File: config.mk
export PLATFORM = sky130hd
export DESIGN_NAME = six_axis_button_event_decoder
export DESIGN_NICKNAME = d
export VERILOG_FILES = /design/src/sabed_pkg.sv /design/src/sabed_front.sv /design/src/sabed_queue.sv /design/src/sabed_back.sv /design/src/six_axis_button_event_decoder.sv
export VERILOG_INCLUDE_DIRS = /design/src /design/src/src
export SDC_FILE = /design/constraint.sdc
export NUM_CORES = 2
export LEC_CHECK = 0
export BUFFER_PORTS_ARGS = -buffer_cell sky130_fd_sc_hd__buf_4
export CAP_MARGIN = 20
export CORE_MARGIN = 10
export CORE_UTILIZATION = 55
export DETAILED_ROUTE_END_ITERATION = 12
export PLACE_DENSITY = 0.71
export REMOVE_ABC_BUFFERS = 1
export SYNTH_ARGS = -nofsm -noshare
export SYNTH_HDL_FRONTEND = slang
export SYNTH_HIERARCHICAL = 1
export SYNTH_SLANG_ARGS = --single-unit
export TNS_END_PERCENT = 1
File: constraint.sdc
create_clock -name clock -period 25.3 [get_ports clock]
set_input_delay 3.795 -clock clock [delete_from_list [all_inputs] [get_ports clock]]
set_output_delay 3.795 -clock clock [all_outputs]
set_load 0.02 [all_outputs]
File: src/six_axis_button_event_decoder_assert.svh
// assertion macros for the six-axis event decoder
`ifndef SIX_AXIS_BUTTON_EVENT_DECODER_ASSERT_SVH
`define SIX_AXIS_BUTTON_EVENT_DECODER_ASSERT_SVH

// property that holds at every clock edge outside reset
`define SAB_ASSERT(label, clk, rst, prop, msg) \
   label: assert property (@(posedge clk) disable iff (rst) (prop)) else $error(msg);

// implication whose consequent is checked in the cycle after the antecedent
`define SAB_ASSERT_NEXT(label, clk, rst, ante, cons, msg) \
   label: assert property (@(posedge clk) disable iff (rst) (ante) |=> (cons)) \
      else $error(msg);

`endif

File: src/sabed_pkg.sv
// shared types and constants for the six-axis event decoder
package sabed_pkg;

   localparam logic [31:0] RESET_MASK = 32'd55;

   localparam logic [1:0] MODE_AXIS   = 2'd0;
   localparam logic [1:0] MODE_BUTTON = 2'd1;

   localparam logic [1:0] KIND_MOTION  = 2'd0;
   localparam logic [1:0] KIND_PRESS   = 2'd1;
   localparam logic [1:0] KIND_RELEASE = 2'd2;

   localparam logic [3:0] ID_NONE  = 4'd0;
   localparam logic [3:0] ID_SHIFT = 4'd11;
   localparam logic [3:0] ID_CTRL  = 4'd12;
   localparam logic [3:0] ID_ALT   = 4'd13;

   localparam int QUEUE_DEPTH = 2;

   // word handed from the front part to the back part
   typedef struct packed {
      logic        is_axis;
      logic [15:0] trans_x;
      logic [15:0] trans_y;
      logic [15:0] trans_z;
      logic [15:0] rot_x;
      logic [15:0] rot_y;
      logic [15:0] rot_z;
      logic [1:0]  kind;
      logic [3:0]  button_id;
      logic [2:0]  modifier_set;
   } task_type;

   function automatic logic [3:0] button_lookup(input logic [31:0] changed);
      logic [3:0] id;
      id = ID_NONE;
      case (changed)
         32'd4:        id = 4'd1;
         32'd16:       id = 4'd2;
         32'd32:       id = 4'd3;
         32'd256:      id = 4'd4;
         32'd67108864: id = 4'd5;
         32'd4096:     id = 4'd6;
         32'd8192:     id = 4'd7;
         32'd16384:    id = 4'd8;
         32'd32768:    id = 4'd9;
         32'd4194304:  id = 4'd10;
         32'd16777216: id = ID_SHIFT;
         32'd33554432: id = ID_CTRL;
         32'd8388608:  id = ID_ALT;
         32'd1:        id = 4'd14;
         32'd2:        id = 4'd15;
         default:      id = ID_NONE;
      endcase
      return id;
   endfunction

   function automatic logic [16:0] mag16(input logic [15:0] raw);
      return raw[15] ? (17'h10000 - {1'b0, raw}) : {1'b0, raw};
   endfunction

endpackage

File: src/sabed_front.sv
// front part: accepts words, decodes buttons, keeps button and modifier state
module sabed_front
   import sabed_pkg::*;
(
   input  logic        clock,
   input  logic        reset,
   input  logic        csr_write_enable,
   input  logic [31:0] csr_write_data,
   input  logic        req_valid,
   output logic        req_ready,
   input  logic [1:0]  req_mode,
   input  logic [15:0] req_trans_x,
   input  logic [15:0] req_trans_y,
   input  logic [15:0] req_trans_z,
   input  logic [15:0] req_rot_x,
   input  logic [15:0] req_rot_y,
   input  logic [15:0] req_rot_z,
   input  logic [31:0] req_button_word,
   input  logic        q_full,
   output logic        q_push,
   output task_type    q_word
);

   logic [31:0] mask_ff, last_ff;
   logic [2:0]  mods_ff, mods_in;
   logic [31:0] masked, changed;
   logic        pressed;
   logic [3:0]  id;
   logic [2:0]  modbit;

   assign req_ready = !q_full;
   assign masked    = req_button_word & mask_ff;
   assign changed   = last_ff ^ masked;
   assign pressed   = (changed & masked) != 32'd0;
   assign id        = button_lookup(changed);

   always_comb begin
      case (id)
         ID_SHIFT: modbit = 3'b001;
         ID_CTRL:  modbit = 3'b010;
         ID_ALT:   modbit = 3'b100;
         default:  modbit = 3'b000;
      endcase
      mods_in = pressed ? (mods_ff | modbit) : (mods_ff & ~modbit);
   end

   assign q_push = req_valid && req_ready
                   && (req_mode == MODE_AXIS || req_mode == MODE_BUTTON);

   always_comb begin
      q_word.is_axis      = (req_mode == MODE_AXIS);
      q_word.trans_x      = q_word.is_axis ? req_trans_x : 16'd0;
      q_word.trans_y      = q_word.is_axis ? req_trans_y : 16'd0;
      q_word.trans_z      = q_word.is_axis ? req_trans_z : 16'd0;
      q_word.rot_x        = req_rot_x;
      q_word.rot_y        = req_rot_y;
      q_word.rot_z        = req_rot_z;
      q_word.kind         = q_word.is_axis ? KIND_MOTION : (pressed ? KIND_PRESS : KIND_RELEASE);
      q_word.button_id    = q_word.is_axis ? ID_NONE : id;
      q_word.modifier_set = q_word.is_axis ? mods_ff : mods_in;
   end

   always_ff @(posedge clock) begin
      if (reset) begin
         mask_ff <= RESET_MASK;
         last_ff <= 32'd0;
         mods_ff <= 3'd0;
      end else begin
         if (csr_write_enable) mask_ff <= csr_write_data;
         if (q_push && req_mode == MODE_BUTTON) begin
            last_ff <= masked;
            mods_ff <= mods_in;
         end
      end
   end

endmodule

File: src/sabed_queue.sv
// small fifo between front and back parts
module sabed_queue
   import sabed_pkg::*;
#(
   parameter int DEPTH = QUEUE_DEPTH
)(
   input  logic     clock,
   input  logic     reset,
   input  logic     push,
   input  task_type push_word,
   output logic     full,
   input  logic     pop,
   output logic     not_empty,
   output task_type pop_word
);

   localparam int AW = (DEPTH > 1) ? $clog2(DEPTH) : 1;

   task_type         mem_ff [DEPTH];
   logic [AW-1:0]    wr_ff, rd_ff;
   logic [AW:0]      cnt_ff;

   assign full      = (cnt_ff == (AW+1)'(DEPTH));
   assign not_empty = (cnt_ff != '0);
   assign pop_word  = mem_ff[rd_ff];

   always_ff @(posedge clock) begin
      if (push) mem_ff[wr_ff] <= push_word;
   end

   always_ff @(posedge clock) begin
      if (reset) begin
         wr_ff  <= '0;
         rd_ff  <= '0;
         cnt_ff <= '0;
      end else begin
         if (push) wr_ff <= (wr_ff == AW'(DEPTH-1)) ? '0 : wr_ff + 1'b1;
         if (pop)  rd_ff <= (rd_ff == AW'(DEPTH-1)) ? '0 : rd_ff + 1'b1;
         cnt_ff <= cnt_ff + (AW+1)'(push) - (AW+1)'(pop);
      end
   end

endmodule

File: src/sabed_back.sv
// back part: iterative square root and divisions for axis words
module sabed_back
   import sabed_pkg::*;
(
   input  logic        clock,
   input  logic        reset,
   input  logic        q_not_empty,
   input  task_type    q_word,
   output logic        q_pop,
   output logic        rsp_valid,
   input  logic        rsp_ready,
   output logic [1:0]  rsp_kind,
   output logic [15:0] rsp_out_trans_x,
   output logic [15:0] rsp_out_trans_y,
   output logic [15:0] rsp_out_trans_z,
   output logic [23:0] rsp_angle,
   output logic [15:0] rsp_unit_x,
   output logic [15:0] rsp_unit_y,
   output logic [15:0] rsp_unit_z,
   output logic [3:0]  rsp_button_id,
   output logic [2:0]  rsp_modifier_set
);

   `include "six_axis_button_event_decoder_assert.svh"

   typedef enum logic [2:0] {IDLE, SQUARE, ROOT, DIVIDE, OUTPUT} state_type;

   state_type   state_ff;
   task_type    w_ff;
   logic [1:0]  step_ff;
   logic [4:0]  cnt_ff;
   logic [33:0] sum_ff;
   logic [51:0] rad_ff;
   logic [25:0] rem_ff, root_ff;
   logic [1:0]  comp_ff;
   logic [39:0] num_ff;
   logic [24:0] drem_ff;
   logic [5:0]  dcnt_ff;
   logic [15:0] ux_ff, uy_ff, uz_ff;

   logic [16:0] mag;
   logic [33:0] sq;
   logic [28:0] trial;
   logic [27:0] rem_shift;
   logic [15:0] comp_raw;
   logic [25:0] dtrial;
   logic [15:0] sat;
   logic [39:0] qnext;

   always_comb begin
      case (step_ff)
         2'd0:    comp_raw = w_ff.rot_x;
         2'd1:    comp_raw = w_ff.rot_y;
         default: comp_raw = w_ff.rot_z;
      endcase
      case (comp_ff)
         2'd0:    comp_raw = (state_ff == DIVIDE) ? w_ff.rot_x : comp_raw;
         2'd1:    comp_raw = (state_ff == DIVIDE) ? w_ff.rot_y : comp_raw;
         default: comp_raw = (state_ff == DIVIDE) ? w_ff.rot_z : comp_raw;
      endcase
   end

   assign mag       = mag16(comp_raw);
   assign sq        = mag * mag;
   // restoring root, two radicand bits per step
   assign rem_shift = {rem_ff, rad_ff[51:50]};
   assign trial     = {1'b0, rem_shift} - {1'b0, root_ff, 2'b01};
   // restoring divide, one quotient bit per step
   assign dtrial    = {drem_ff, num_ff[39]} - {2'b00, root_ff[23:0]};
   assign qnext     = {num_ff[38:0], !dtrial[25]};

   always_comb begin
      if (comp_raw[15])
         sat = (qnext[39:15] != 25'd0) ? 16'h8000 : 16'd0 - qnext[15:0];
      else
         sat = (qnext[39:15] != 25'd0 || qnext[14:0] == 15'h7fff) ? 16'h7fff : qnext[15:0];
   end

   assign q_pop = (state_ff == IDLE) && q_not_empty && !rsp_valid;

   always_ff @(posedge clock) begin
      if (reset) begin
         state_ff  <= IDLE;
         rsp_valid <= 1'b0;
      end else begin
         case (state_ff)
            IDLE: begin
               if (q_pop) begin
                  w_ff    <= q_word;
                  step_ff <= 2'd0;
                  sum_ff  <= '0;
                  state_ff <= q_word.is_axis ? SQUARE : OUTPUT;
               end
            end
            SQUARE: begin
               sum_ff <= sum_ff + sq;
               if (step_ff == 2'd2) begin
                  state_ff <= ROOT;
                  cnt_ff   <= '0;
                  rem_ff   <= '0;
                  root_ff  <= '0;
               end
               step_ff <= step_ff + 2'd1;
               rad_ff  <= {2'b00, sum_ff + sq, 16'd0};
            end
            ROOT: begin
               if (!trial[28]) begin
                  rem_ff  <= trial[25:0];
                  root_ff <= {root_ff[24:0], 1'b1};
               end else begin
                  rem_ff  <= rem_shift[25:0];
                  root_ff <= {root_ff[24:0], 1'b0};
               end
               rad_ff <= {rad_ff[49:0], 2'b00};
               cnt_ff <= cnt_ff + 5'd1;
               if (cnt_ff == 5'd25) begin
                  comp_ff  <= 2'd0;
                  state_ff <= DIVIDE;
                  dcnt_ff  <= '0;
                  drem_ff  <= '0;
                  num_ff   <= {mag16(w_ff.rot_x), 23'd0};
               end
            end
            DIVIDE: begin
               if (root_ff[23:0] == 24'd0) begin
                  ux_ff <= 16'd0;
                  uy_ff <= 16'd0;
                  uz_ff <= 16'h7fff;
                  state_ff <= OUTPUT;
               end else if (dcnt_ff == 6'd39) begin
                  case (comp_ff)
                     2'd0:    ux_ff <= sat;
                     2'd1:    uy_ff <= sat;
                     default: uz_ff <= sat;
                  endcase
                  dcnt_ff <= '0;
                  drem_ff <= '0;
                  comp_ff <= comp_ff + 2'd1;
                  if (comp_ff == 2'd0) num_ff <= {mag16(w_ff.rot_y), 23'd0};
                  else num_ff <= {mag16(w_ff.rot_z), 23'd0};
                  if (comp_ff == 2'd2) state_ff <= OUTPUT;
               end else begin
                  drem_ff <= dtrial[25] ? {drem_ff[23:0], num_ff[39]} : dtrial[24:0];
                  num_ff  <= qnext;
                  dcnt_ff <= dcnt_ff + 6'd1;
               end
            end
            OUTPUT: begin
               rsp_valid        <= 1'b1;
               rsp_kind         <= w_ff.kind;
               rsp_out_trans_x  <= w_ff.trans_x;
               rsp_out_trans_y  <= w_ff.trans_y;
               rsp_out_trans_z  <= w_ff.trans_z;
               rsp_angle        <= w_ff.is_axis ? root_ff[23:0] : 24'd0;
               rsp_unit_x       <= w_ff.is_axis ? ux_ff : 16'd0;
               rsp_unit_y       <= w_ff.is_axis ? uy_ff : 16'd0;
               rsp_unit_z       <= w_ff.is_axis ? uz_ff : 16'd0;
               rsp_button_id    <= w_ff.button_id;
               rsp_modifier_set <= w_ff.modifier_set;
               state_ff         <= IDLE;
            end
            default: state_ff <= IDLE;
         endcase
         if (rsp_valid && rsp_ready) rsp_valid <= 1'b0;
      end
   end

   `SAB_ASSERT(a_pop_idle, clock, reset, !(q_pop && state_ff != IDLE), "pop outside idle")
   `SAB_ASSERT_NEXT(a_out_valid, clock, reset, state_ff == OUTPUT, rsp_valid, "result not shown")
   `SAB_ASSERT(a_kind_ok, clock, reset, !(rsp_valid && rsp_kind == 2'd3), "bad kind")

endmodule

File: src/six_axis_button_event_decoder.sv
// top level of the six-axis event decoder
//  channel | ports   | handshake
//  input   | req_*   | req_valid / req_ready
//  result  | rsp_*   | rsp_valid / rsp_ready
//  config  | csr_*   | csr_write_enable, no wait
// an axis word runs the SQUARE, ROOT and DIVIDE states in the back part, with one
// division per rotation component; a zero rotation skips the divisions.
// a button word goes from IDLE straight to OUTPUT; ignored modes give none.
// the back part takes the next word only once the waiting result has gone.
// reset is synchronous, active high; a two-word queue lets the front keep
// accepting while the back works or the result waits.
module six_axis_button_event_decoder
   import sabed_pkg::*;
#(
   parameter int QDEPTH = QUEUE_DEPTH
)(
   input  logic        clock,
   input  logic        reset,
   input  logic        csr_write_enable,
   input  logic [31:0] csr_write_data,
   input  logic        req_valid,
   output logic        req_ready,
   input  logic [1:0]  req_mode,
   input  logic [15:0] req_trans_x,
   input  logic [15:0] req_trans_y,
   input  logic [15:0] req_trans_z,
   input  logic [15:0] req_rot_x,
   input  logic [15:0] req_rot_y,
   input  logic [15:0] req_rot_z,
   input  logic [31:0] req_button_word,
   output logic        rsp_valid,
   input  logic        rsp_ready,
   output logic [1:0]  rsp_kind,
   output logic [15:0] rsp_out_trans_x,
   output logic [15:0] rsp_out_trans_y,
   output logic [15:0] rsp_out_trans_z,
   output logic [23:0] rsp_angle,
   output logic [15:0] rsp_unit_x,
   output logic [15:0] rsp_unit_y,
   output logic [15:0] rsp_unit_z,
   output logic [3:0]  rsp_button_id,
   output logic [2:0]  rsp_modifier_set
);

   logic     q_full, q_push, q_pop, q_not_empty;
   task_type q_in, q_out;

   sabed_front u_front (
      .clock, .reset, .csr_write_enable, .csr_write_data,
      .req_valid, .req_ready, .req_mode, .req_trans_x, .req_trans_y, .req_trans_z,
      .req_rot_x, .req_rot_y, .req_rot_z, .req_button_word,
      .q_full, .q_push, .q_word(q_in)
   );

   sabed_queue #(.DEPTH(QDEPTH)) u_queue (
      .clock, .reset, .push(q_push), .push_word(q_in), .full(q_full),
      .pop(q_pop), .not_empty(q_not_empty), .pop_word(q_out)
   );

   sabed_back u_back (
      .clock, .reset, .q_not_empty, .q_word(q_out), .q_pop,
      .rsp_valid, .rsp_ready, .rsp_kind, .rsp_out_trans_x, .rsp_out_trans_y,
      .rsp_out_trans_z, .rsp_angle, .rsp_unit_x, .rsp_unit_y, .rsp_unit_z,
      .rsp_button_id, .rsp_modifier_set
   );

endmodule

==> summary.txt <==
status - finished, final reports clean
Tcrit/Tclk final - 40.30%
CP startpoint kind - flip-flop
number of global-route vias before repair - 28520
Synth Flop Type - edfxtp_1
largest net degree at the start of global routing - 80
Max Fclk - 98.07 MHz
reg2reg end - u_back/rad_ff[49]
Clock Latency Late Sink - 660 ps
CTS root buf - clkbuf_16
post-synthesis register bit count - 773
fin crit period - 10200 ps
Total Routing Usage GR - 20.97%
Max-slew headroom - 26.37%
Post-CTS Setup Repair Bufs - 0
Core ar. - 79390 um2
DR WL/cell - 18.78 um
Total Wirelength - 96420 um
TNS Setup - 0 ps
Layout area overhead - 13.42%
Final nets - 4608
Post-synth ARST share - 0%
Clock Skew - 58.75 ps
clock tree buffer depth - 3
post-synthesis sequential area ratio - 50.76%
Final Non-Filler Cells - 5133
Worst R2R Path Depth - 31
Worst Hold Path EP - u_back/rsp_out_trans_z[1]
Die Wd - 303.6 um
DP Wirelength - 69370 um
Final Hold Fails - 0
share of layout cells above drive strength 1 - 16.32%
Synth Instances - 3757
Ys Warns - 6
I/O pins - 298
Slew @ Worst Pin - 1097 ps
clock-pin slew on the worst setup and hold paths - 60 ps
initial antenna violation count - 8
CTS Sinks - 773
endpoints failing setup - 0
number of synthesized flops with an enable pin - 697
Crit path top cell by count - fa_1
DRC viols - 0
First-pass DRT Iterations - 5
setup slack, reg-to-reg - 15100 ps
synth unique cells - 98
syn avg cell area - 11.77 um2
GP Congestion - 0.9044
first-pass GRT wire length - 153500 um
# resized after CTS - 0
worst-path maximum fanout - 49
critical path arrival - 10520 ps
Netlist Area Pre-Place - 44230 um2
CP Data Required Time - 25620 ps
Die H - 303.6 um
cts hold-fix bufs - 0
Final Max Tran Viols - 0
row count - 103
r2r startpoint - u_back/comp_ff[0]
starting density of the core - 55.72%
critical path's slowest cell - xor2_2
hold path depth - 0
vias per cell - 5.482
CTS H-tree depth - 3
CTS tree - yes
RSZ-0062 raised after global routing - no
Crit Path Category - flip-flop to flip-flop
hold path startpoint - u_back/w_ff[58]
max incr delay on CP - 740 ps
CP endpoint kind - flip-flop
fin util - 63.19%
vias - 28140
Max Cap Violations - 0
dpl cells - 4982
Hold WC Path Type - flip-flop to flip-flop
IO Port Bufs - 297
GRT Residual Overflow - 0
DR iter-0 viols - 1785
die area - 92160 um2
Antenna Nets Post-Route - 0
cts bufs inserted - 81
-- stage by stage --
step	worst slack, ps	hold WS, ps	cell area [um2]
floorplan	15560	400.3	43340
global placement	15480	401.0	47230
detailed placement	15200	404.5	47230
CTS	15120	412.2	50160
global route	14330	408.6	50170
finish	15100	411.6	50170
-- kinds of logic (layout without fill, tap and decap cells) --
group | count (synthesis) | in the layout | synth area share (%)
buffers and inverters | 628 | 920 | 6.048
AOI/OAI and AO/OA | 550 | 550 | 8.039
and+or+nand+nor | 1086 | 1086 | 12.19
muxes | 151 | 151 | 4.110
other | 2 | 36 | 0.01698
adders and majority gates | 426 | 426 | 15.85
xor gates and xnor gates | 141 | 141 | 2.984
DFF | 773 | 773 | 50.76
-- placed cells by master, fill, tap and decap left out, types with 13 or more instances in the layout --
master	count
and3_1	40
mux2_4	41
nand3_1	39
xnor2_1	75
or3_1	14
edfxtp_1	697
inv_1	426
xor2_1	57
and2_1	186
a22oi_1	16
a21o_1	43
mux2_2	71
a211oi_1	49
nand2b_1	20
inv_2	13
o21a_1	21
clkbuf_16	81
o21ai_0	84
conb_1	35
nand4_1	27
fa_1	224
a31oi_1	16
buf_4	329
o31ai_1	22
clkbuf_1	14
bufinv_16	16
dfxtp_1	75
a22o_1	15
nor2b_1	20
or4_1	15
nor3_1	29
nor4_1	27
mux2i_1	38
nand2_1	320
ha_1	202
nor2_1	273
a21oi_1	189
clkinv_2	16
-- area by class of cell --
type                            count  area [um2]
Clock buffer                       95        2079
Multi-Input combinational cell   2389       19330
Fill cell                        6181       29220
Tap cell                         1050        1314
Timing Repair Buffer              329        2470
Sequential cell                   773       22460
Antenna cell                        1       2.502
Inverter                          441        1658
Clock inverter                     55       852.1
-- cell usage after synthesis (all sizes together) (76+ instances only) --
| master | count | area [um2] |
|---|---|---|
| nor2 | 286 | 1106 |
| inv | 440 | 1654 |
| ha | 202 | 2527 |
| o21ai | 92 | 464.2 |
| clkbuf | 78 | 292.8 |
| mux2 | 112 | 1415 |
| buf | 109 | 724.4 |
| fa | 224 | 4484 |
| dfxtp | 76 | 1521 |
| edfxtp | 697 | 20930 |
| xnor2 | 79 | 721.9 |
| a21oi | 192 | 960.9 |
| and2 | 188 | 1179 |
| nand2 | 329 | 1257 |
-- flip-flops by register name, indices dropped and copies added, names as in the netlist, 24 cells and up, named ones only --
signal,cells
u_back/rad_ff,36
u_front/mask_ff,32
u_queue/mem_ff,212
u_back/rsp_angle,24
u_back/num_ff,40
u_back/w_ff,106
u_back/rem_ff,26
u_front/last_ff,32
u_back/sum_ff,34
u_back/drem_ff,25
u_back/root_ff,26
-- worst max-delay path by stage --
stage,startpoint,end,slack [ps],cells after the start
5_1_grt,u_back/state_ff[0],u_back/rad_ff[49],14330,28
2_1_floorplan,reset,u_back/rsp_angle[0],15560,1
4_1_cts,u_back/comp_ff[0],u_back/rad_ff[49],15120,31
6_report,u_back/comp_ff[0],u_back/rad_ff[49],15100,31
3_5_place_dp,u_back/state_ff[0],u_back/rad_ff[49],15200,28
3_3_place_gp,u_back/comp_ff[0],u_back/rad_ff[49],15480,31
-- routing by layer --
metal  share of wire (%)  up-vias  global-route usage, %
li1                    -    13420                      -
met4                 3.0       10                  7.110
met5               0.078        -                      0
met2                  48      780                  34.13
met1                  42    13750                  27.54
met3                 7.0      185                  4.768
-- critical path: cells and delay by family, from the launching register on --
kind                       cells  cell delay [ps]
xor gates and xnor gates       2              930
AOI/OAI and AO/OA              6             1780
buffers and inverters          6              710
and+or+nand+nor                8             2050
DFF                            1              370
adders and majority gates      9             3980
Power is left out: the tool's default activity adds up to more than one toggle a clock period on the data nets, which glitch-free logic cannot reach.
